## src/hw/rtl/hns_pkg.sv

```systemverilog
// ----------------------------------------------------------------------------
// hns_pkg: shared types and constants for the height grid smoothing block
// Grid geometry, operation codes and the command passed to the grid walker.
// ----------------------------------------------------------------------------
`default_nettype none
package hns_pkg;
   localparam int GRID_X   = 512;
   localparam int GRID_Z   = 512;
   localparam int XW       = 9;   // field width of col_x
   localparam int ZW       = 9;   // field width of row_z
   localparam int AW       = XW + ZW;
   localparam int DEPTH    = GRID_X * GRID_Z;
   localparam int HW       = 16;
   localparam int SW       = 10;  // size register width

   localparam logic [1:0] OP_WRITE  = 2'd0;
   localparam logic [1:0] OP_SMOOTH = 2'd1;
   localparam logic [1:0] OP_READ   = 2'd2;

   localparam logic [1:0] REG_SIZE_X = 2'd0;
   localparam logic [1:0] REG_SIZE_Z = 2'd1;
   localparam logic [1:0] REG_PASSES = 2'd2;
   localparam logic [1:0] REG_CUT    = 2'd3;

   typedef struct packed {
      logic [SW-1:0] nx;
      logic [SW-1:0] nz;
      logic [3:0]    passes;
      logic [HW-1:0] cut;
   } walk_cfg_type;
endpackage
`default_nettype wire

```

## src/hw/rtl/hns_walker.sv

```systemverilog
// ----------------------------------------------------------------------------
// hns_walker: grid walk sequencer
// Runs the in-place smoothing passes and the threshold cut over the RAM
// through its single port. Per interior cell: read centre; if nonzero, read
// eight neighbours and write back. Cut: read, then write if below threshold.
// ----------------------------------------------------------------------------
`default_nettype none
module hns_walker (
   input  wire logic                     clock,
   input  wire logic                     reset,
   input  wire logic                     start,
   input  wire hns_pkg::walk_cfg_type    cfg,
   input  wire logic [hns_pkg::HW-1:0]   rd_data,
   output logic                          busy,
   output logic                          finish,
   output logic                          wr_en,
   output logic [hns_pkg::AW-1:0]        addr,
   output logic [hns_pkg::HW-1:0]        wr_data
);
   localparam logic [2:0] S_IDLE   = 3'd0;
   localparam logic [2:0] S_CENTRE = 3'd1;
   localparam logic [2:0] S_NEIGH  = 3'd2;
   localparam logic [2:0] S_WBACK  = 3'd3;
   localparam logic [2:0] S_CREAD  = 3'd4;
   localparam logic [2:0] S_CWAIT  = 3'd5;
   localparam logic [2:0] S_CWRITE = 3'd6;
   localparam logic [2:0] S_DONE   = 3'd7;

   logic [2:0]              state_ff, state_in;
   logic [hns_pkg::XW-1:0]  x_ff, x_in;
   logic [hns_pkg::ZW-1:0]  z_ff, z_in;
   logic [3:0]              pass_ff, pass_in;
   logic [3:0]              step_ff, step_in;   // 0 centre wait, 1..8 neighbours
   logic [18:0]             sum_ff, sum_in;
   logic [hns_pkg::SW-1:0]  nx, nz;
   logic                    interior;
   logic [hns_pkg::XW-1:0]  nb_x;
   logic [hns_pkg::ZW-1:0]  nb_z;
   logic [hns_pkg::SW-1:0]  x_ext, z_ext;
   logic                    last_x_int, last_z_int, last_x, last_z;

   always_comb begin
      nx = (cfg.nx > hns_pkg::SW'(hns_pkg::GRID_X)) ? hns_pkg::SW'(hns_pkg::GRID_X) : cfg.nx;
      nz = (cfg.nz > hns_pkg::SW'(hns_pkg::GRID_Z)) ? hns_pkg::SW'(hns_pkg::GRID_Z) : cfg.nz;
      interior = (nx >= hns_pkg::SW'(3)) && (nz >= hns_pkg::SW'(3));
      x_ext = {1'b0, x_ff};
      z_ext = {1'b0, z_ff};
      last_x_int = (x_ext + hns_pkg::SW'(2)) >= nx;
      last_z_int = (z_ext + hns_pkg::SW'(2)) >= nz;
      last_x = (x_ext + hns_pkg::SW'(1)) >= nx;
      last_z = (z_ext + hns_pkg::SW'(1)) >= nz;
   end

   // neighbour address for the read issued in this cycle (step 0..7)
   always_comb begin
      nb_x = x_ff;
      nb_z = z_ff;
      case (step_ff[2:0])
         3'd0: begin nb_x = x_ff - 1'b1; nb_z = z_ff - 1'b1; end
         3'd1: begin nb_x = x_ff - 1'b1; nb_z = z_ff;        end
         3'd2: begin nb_x = x_ff - 1'b1; nb_z = z_ff + 1'b1; end
         3'd3: begin nb_x = x_ff;        nb_z = z_ff - 1'b1; end
         3'd4: begin nb_x = x_ff;        nb_z = z_ff + 1'b1; end
         3'd5: begin nb_x = x_ff + 1'b1; nb_z = z_ff - 1'b1; end
         3'd6: begin nb_x = x_ff + 1'b1; nb_z = z_ff;        end
         default: begin nb_x = x_ff + 1'b1; nb_z = z_ff + 1'b1; end
      endcase
   end

   always_comb begin
      state_in = state_ff;
      x_in     = x_ff;
      z_in     = z_ff;
      pass_in  = pass_ff;
      step_in  = step_ff;
      sum_in   = sum_ff;
      wr_en    = 1'b0;
      addr     = {x_ff, z_ff};
      wr_data  = sum_ff[18:3];
      finish   = 1'b0;
      unique case (state_ff)
         S_IDLE: begin
            if (start) begin
               pass_in = '0;
               x_in = hns_pkg::XW'(1);
               z_in = hns_pkg::ZW'(1);
               if (cfg.passes != 4'd0 && interior) begin
                  state_in = S_CENTRE;
               end else begin
                  x_in = '0;
                  z_in = '0;
                  state_in = (nx != '0 && nz != '0) ? S_CREAD : S_DONE;
               end
            end
         end
         S_CENTRE: begin
            // centre read issued; neighbour 0 issued next cycle
            step_in  = '0;
            sum_in   = '0;
            state_in = S_NEIGH;
         end
         S_NEIGH: begin
            // step 0: centre data back; steps 1..8 neighbour data back
            addr = {nb_x, nb_z};
            if (step_ff == 4'd0 && rd_data == '0) begin
               state_in = S_WBACK;   // zero centre: skip, advance
               step_in  = 4'd15;
            end else begin
               if (step_ff != 4'd0) begin
                  sum_in = sum_ff + 19'(rd_data);
               end
               step_in = step_ff + 4'd1;
               if (step_ff == 4'd8) begin
                  state_in = S_WBACK;
               end
            end
         end
         S_WBACK: begin
            wr_en = (step_ff != 4'd15);
            if (!last_z_int) begin
               z_in = z_ff + 1'b1;
               state_in = S_CENTRE;
            end else if (!last_x_int) begin
               z_in = hns_pkg::ZW'(1);
               x_in = x_ff + 1'b1;
               state_in = S_CENTRE;
            end else if (pass_ff + 4'd1 < cfg.passes) begin
               pass_in = pass_ff + 4'd1;
               x_in = hns_pkg::XW'(1);
               z_in = hns_pkg::ZW'(1);
               state_in = S_CENTRE;
            end else begin
               x_in = '0;
               z_in = '0;
               state_in = S_CREAD;
            end
         end
         S_CREAD: begin
            state_in = S_CWAIT;
         end
         S_CWAIT: begin
            state_in = S_CWRITE;
         end
         S_CWRITE: begin
            wr_data = '0;
            wr_en = ({16'd0, rd_data} < {16'd0, cfg.cut}) ;
            if (!last_z) begin
               z_in = z_ff + 1'b1;
               state_in = S_CREAD;
            end else if (!last_x) begin
               z_in = '0;
               x_in = x_ff + 1'b1;
               state_in = S_CREAD;
            end else begin
               state_in = S_DONE;
            end
         end
         S_DONE: begin
            finish = 1'b1;
            state_in = S_IDLE;
         end
         default: state_in = S_IDLE;
      endcase
   end

   // rd_data in S_CWRITE holds data read in S_CREAD (held since address unchanged)
   assign busy = (state_ff != S_IDLE);

   always_ff @(posedge clock) begin
      if (reset) begin
         state_ff <= S_IDLE;
      end else begin
         state_ff <= state_in;
      end
      x_ff    <= x_in;
      z_ff    <= z_in;
      pass_ff <= pass_in;
      step_ff <= step_in;
      sum_ff  <= sum_in;
   end
endmodule
`default_nettype wire

```

## config.mk

```make
export PLATFORM = sky130hd
export DESIGN_NAME = hns_walker
export DESIGN_NICKNAME = d
export VERILOG_FILES = /design/src/hw/rtl/hns_pkg.sv /design/src/hw/rtl/hns_walker.sv
export SDC_FILE = /design/constraint.sdc
export NUM_CORES = 1
export LEC_CHECK = 0
export ABC_CLOCK_PERIOD_IN_PS = 4050
export BUFFER_PORTS_ARGS = -buffer_cell sky130_fd_sc_hd__buf_2
export CAP_MARGIN = 20
export CELL_PAD_IN_SITES_DETAIL_PLACEMENT = 0
export CELL_PAD_IN_SITES_GLOBAL_PLACEMENT = 2
export CORE_ASPECT_RATIO = 0.75
export CORE_MARGIN = 2
export CORE_UTILIZATION = 25
export DETAILED_ROUTE_END_ITERATION = 8
export HOLD_SLACK_MARGIN = 0.02
export PLACE_DENSITY = 0.62
export SYNTH_ARGS = -nofsm -noshare
export SYNTH_HDL_FRONTEND = slang
export SYNTH_SLANG_ARGS = --single-unit
```

## constraint.sdc

```tcl
create_clock -name clock -period 4.05 [get_ports clock]
set_input_delay 0.81 -clock clock [delete_from_list [all_inputs] [get_ports clock]]
set_output_delay 0.81 -clock clock [all_outputs]
set_load 0.05 [all_outputs]
```

==> flow_summary.toml <==
[drt]
ant_nets = 0
via_per_inst = 4.91
drt-initial-drc-count = 277
vias = 5308
drc = 0
drt-wirelength-per-cell_um = 16.6
drt-total-wl_mm = 17.9
drt_pass1_iterations = 8

[synthesis]
yosysSeqAreaShare_pct = 24.8
syn_area_per_cell_um2 = 8.23
syn_nets = 842
syn_inst = 691
synthAdderAreaFrac_pct = 20.4
synth.distinct_cells = 70
muxShareOfSynthArea_pct = 0.880
synth_top_family_by_area = "simple AND/OR/NAND/NOR gates"
synth-seq-cells = 48
synth_top_cell_by_area = "edfxtp_1"
synth_top_area_share_pct = 23.8
synthSimpleGateAreaFrac_pct = 22.0
synth-xor-area-share_pct = 5.08
synth-warning-count = 0
ys.flop_type = "edfxtp_1"
synth_compound_area_share_pct = 21.5
netlist_area_um2 = 5690
synth_area_leaders = "edfxtp_1, ha_1, o21ai_0"
async_flop_share_pct = 0
synth_edf_count = 45

[sta]
finalClockSkew_ns = 0.00595
hold_ws_ns = 0.649
final.period_utilization_pct = 89.5
tightest_slew_ns = 0.768
rsz0062_at_grt = "false"
timing.fmax_ghz = 0.276
slew_headroom_pct = 48.8
fin_setup_tns_ns = 0
min_period_ns = 3.62
slew_viol_final = 0
setup_viol = 0
finalHoldViolCount = 0

[global_routing]
antenna_found_initial = 0
grt_pass1_wl_mm = 28.2
track_usage_pct = 15.1
grt_pass1_vias = 5222
globalRoute.totalOverflow = 0
grt_max_degree = 20

[power]
p_leak_nw = 2.98
power.density_nw_per_um2 = 386
p_int_mw = 1.37
swShare_pct = 47.0
pwr-share-comb_pct = 54.0
power.switching_mw = 1.21
p_clk_share_pct = 16.5
peakVddDrop_uv = 142
pwr-share-seq_pct = 29.5

[finish]
final_common_cell = "buf_2"
num-fill-cells = 2363
regArea_um2 = 1410
fin_nets = 935
drive_gt1_share_pct = 16.7
multi_input_area_um2 = 3970
syn_to_final_growth_pct = 17.4
final_cell_mix = "buf_2, ha_1, nand2_1, nor2_1, inv_1"

[floorplanning]
core_um2 = 22200
die_h_um = 135
rows = 47
initial_core_util_pct = 25.7
design.die.area_um2 = 24000
dieWidth_um = 178
ios = 96

[setup_path]
startpoint = "step_ff[2]"
crit_family = "buffers and inverters"
cp_slowest_cell = "edfxtp_1"
cp.required_ns = 3.24
crit_path_end_kind = "primary output"
path_cells = "inv_1 > ha_1 > a211oi_1 > buf_4 > nand2_1 > inv_1 > a22oi_1 > o31ai_1 > buf_2"
cp.arrival_ns = 2.81
critPathBufInv = 4
path_max_fanout = 8
critPathMaxStageDelay_ns = 0.56
crit_type = "flip-flop to primary output"
timing.rr.start = "z_ff[1]"
start_kind = "flip-flop"
critPathMostFrequentCell = "inv_1"

[clock_network]
cts.hold.buffers_added = 0
cts.htree.levels = 2
cts.sinks = 48
cts_resized = 0
cts_made_buffers = 5
cts_tree = "built"
post_cts_buffers = 0
path_clk_slew_ns = 0.07
cts-root-buf = "clkbuf_16"
clk_path_buf_depth = 2
worstSkewPairLatency_ns = 0.30

[run]
cap_viol_max_count = 0

[hold_path]
hp-class = "flip-flop to flip-flop"
worstHoldStart = "sum_ff[0]"

[run_status]
status = "finished clean"

[place]
io_buffers = 95
globalplace.congestion = 0.869
dpl.hpwl_mm = 14.9
## kinds of logic (layout without fill, tap and decap cells)
kind of cell | count (synthesis) | in the layout
AND/OR/NAND/NOR | 250 | 250
AO/OA/AOI/OAI | 184 | 184
adder cells (fa/ha/maj) | 92 | 92
buffers and inverters | 79 | 173
flip-flops | 48 | 48
XOR/XNOR | 33 | 33
multiplexers | 5 | 5
other | 0 | 1
## per-stage QoR
stage | power [mW] | util, % | worst slack (ns) | std cells | cell area, um2
2_1_floorplan | 1.76 | - | 0.428 | 691 | 5690
3_3_place_gp | 2.16 | 29.5 | 0.656 | 1071 | 6540
4_1_cts | 2.60 | 30.1 | 0.473 | 1079 | 6680
3_5_place_dp | 2.16 | 29.5 | 0.547 | 1071 | 6540
6_report | 2.58 | 30.1 | 0.427 | 1080 | 6680
5_1_grt | 2.78 | 30.1 | 0.197 | 1079 | 6680
## power by group through the flow
stage                     registers [mW]  clock network, mW  logic [mW]
after floorplan                    0.706                  0        1.05
after global placement             0.770                  0        1.39
after detailed placement           0.770                  0        1.39
after CTS                          0.760              0.437        1.40
after global routing               0.776              0.460        1.55
final                              0.762              0.426        1.39
## worst paths after layout
path,endpoint,slack (ns),cells after the start
worst max-delay path,addr[2],0.43,9
worst min-delay path,sum_ff[0],0.65,2
worst min register to register,sum_ff[0],0.65,2
worst max register to register,z_ff[8],0.55,11
## area by class of cell
cell class,instances,area share (%)
Multi-Input combinational cell,564,59.5
Sequential cell,48,21.1
Timing Repair Buffer,108,8.58
Tap cell,294,5.51
Inverter,57,3.20
Clock buffer,7,1.99
Clock inverter,1,0.0749
Antenna cell,1,0.0375
## worst min-delay path: cells and delay by family (launching register included)
kind	cells	cell delay (ns)
fa+ha+maj	1	0.12
simple gates	1	0.10
flops	1	0.33
## synth_stat cells, drive strengths merged, types with 3 or more instances
master  count
nand2b      8
a211oi      6
nor2       62
nor4       10
nor2b       9
a32oi       3
or3         5
a211o       4
or2         3
nand2      62
a21boi      6
nor3b       8
and2       29
o21ai      51
o211ai      6
edfxtp     45
o21a       12
o22ai       3
nand3      16
dfxtp       3
nor3       18
mux2i       5
xnor2      15
a22o        3
nand4      11
and3        6
ha         91
a31oi      11
a21oi      36
a21o       18
xor2       18
buf         3
clkbuf     19
inv        55
## sequential cells by signal (all words and copies together) (netlist names)
| register | flops |
|---|---|
| pass_ff | 4 |
| sum_ff | 19 |
| state_ff | 3 |
| z_ff | 9 |
| step_ff | 4 |
| x_ff | 9 |
## per-layer routing
layer	global-route usage, %	wire length, um	up-vias	part of all wire, %
li1	-	-	2696	-
met1	23.3	9650	2485	54
met2	21.8	7390	123	41
met3	3.18	807	4	4.5
met4	2.26	86	0	0.48
met5	0	0	-	0
(Power assumes the default switching activity.)
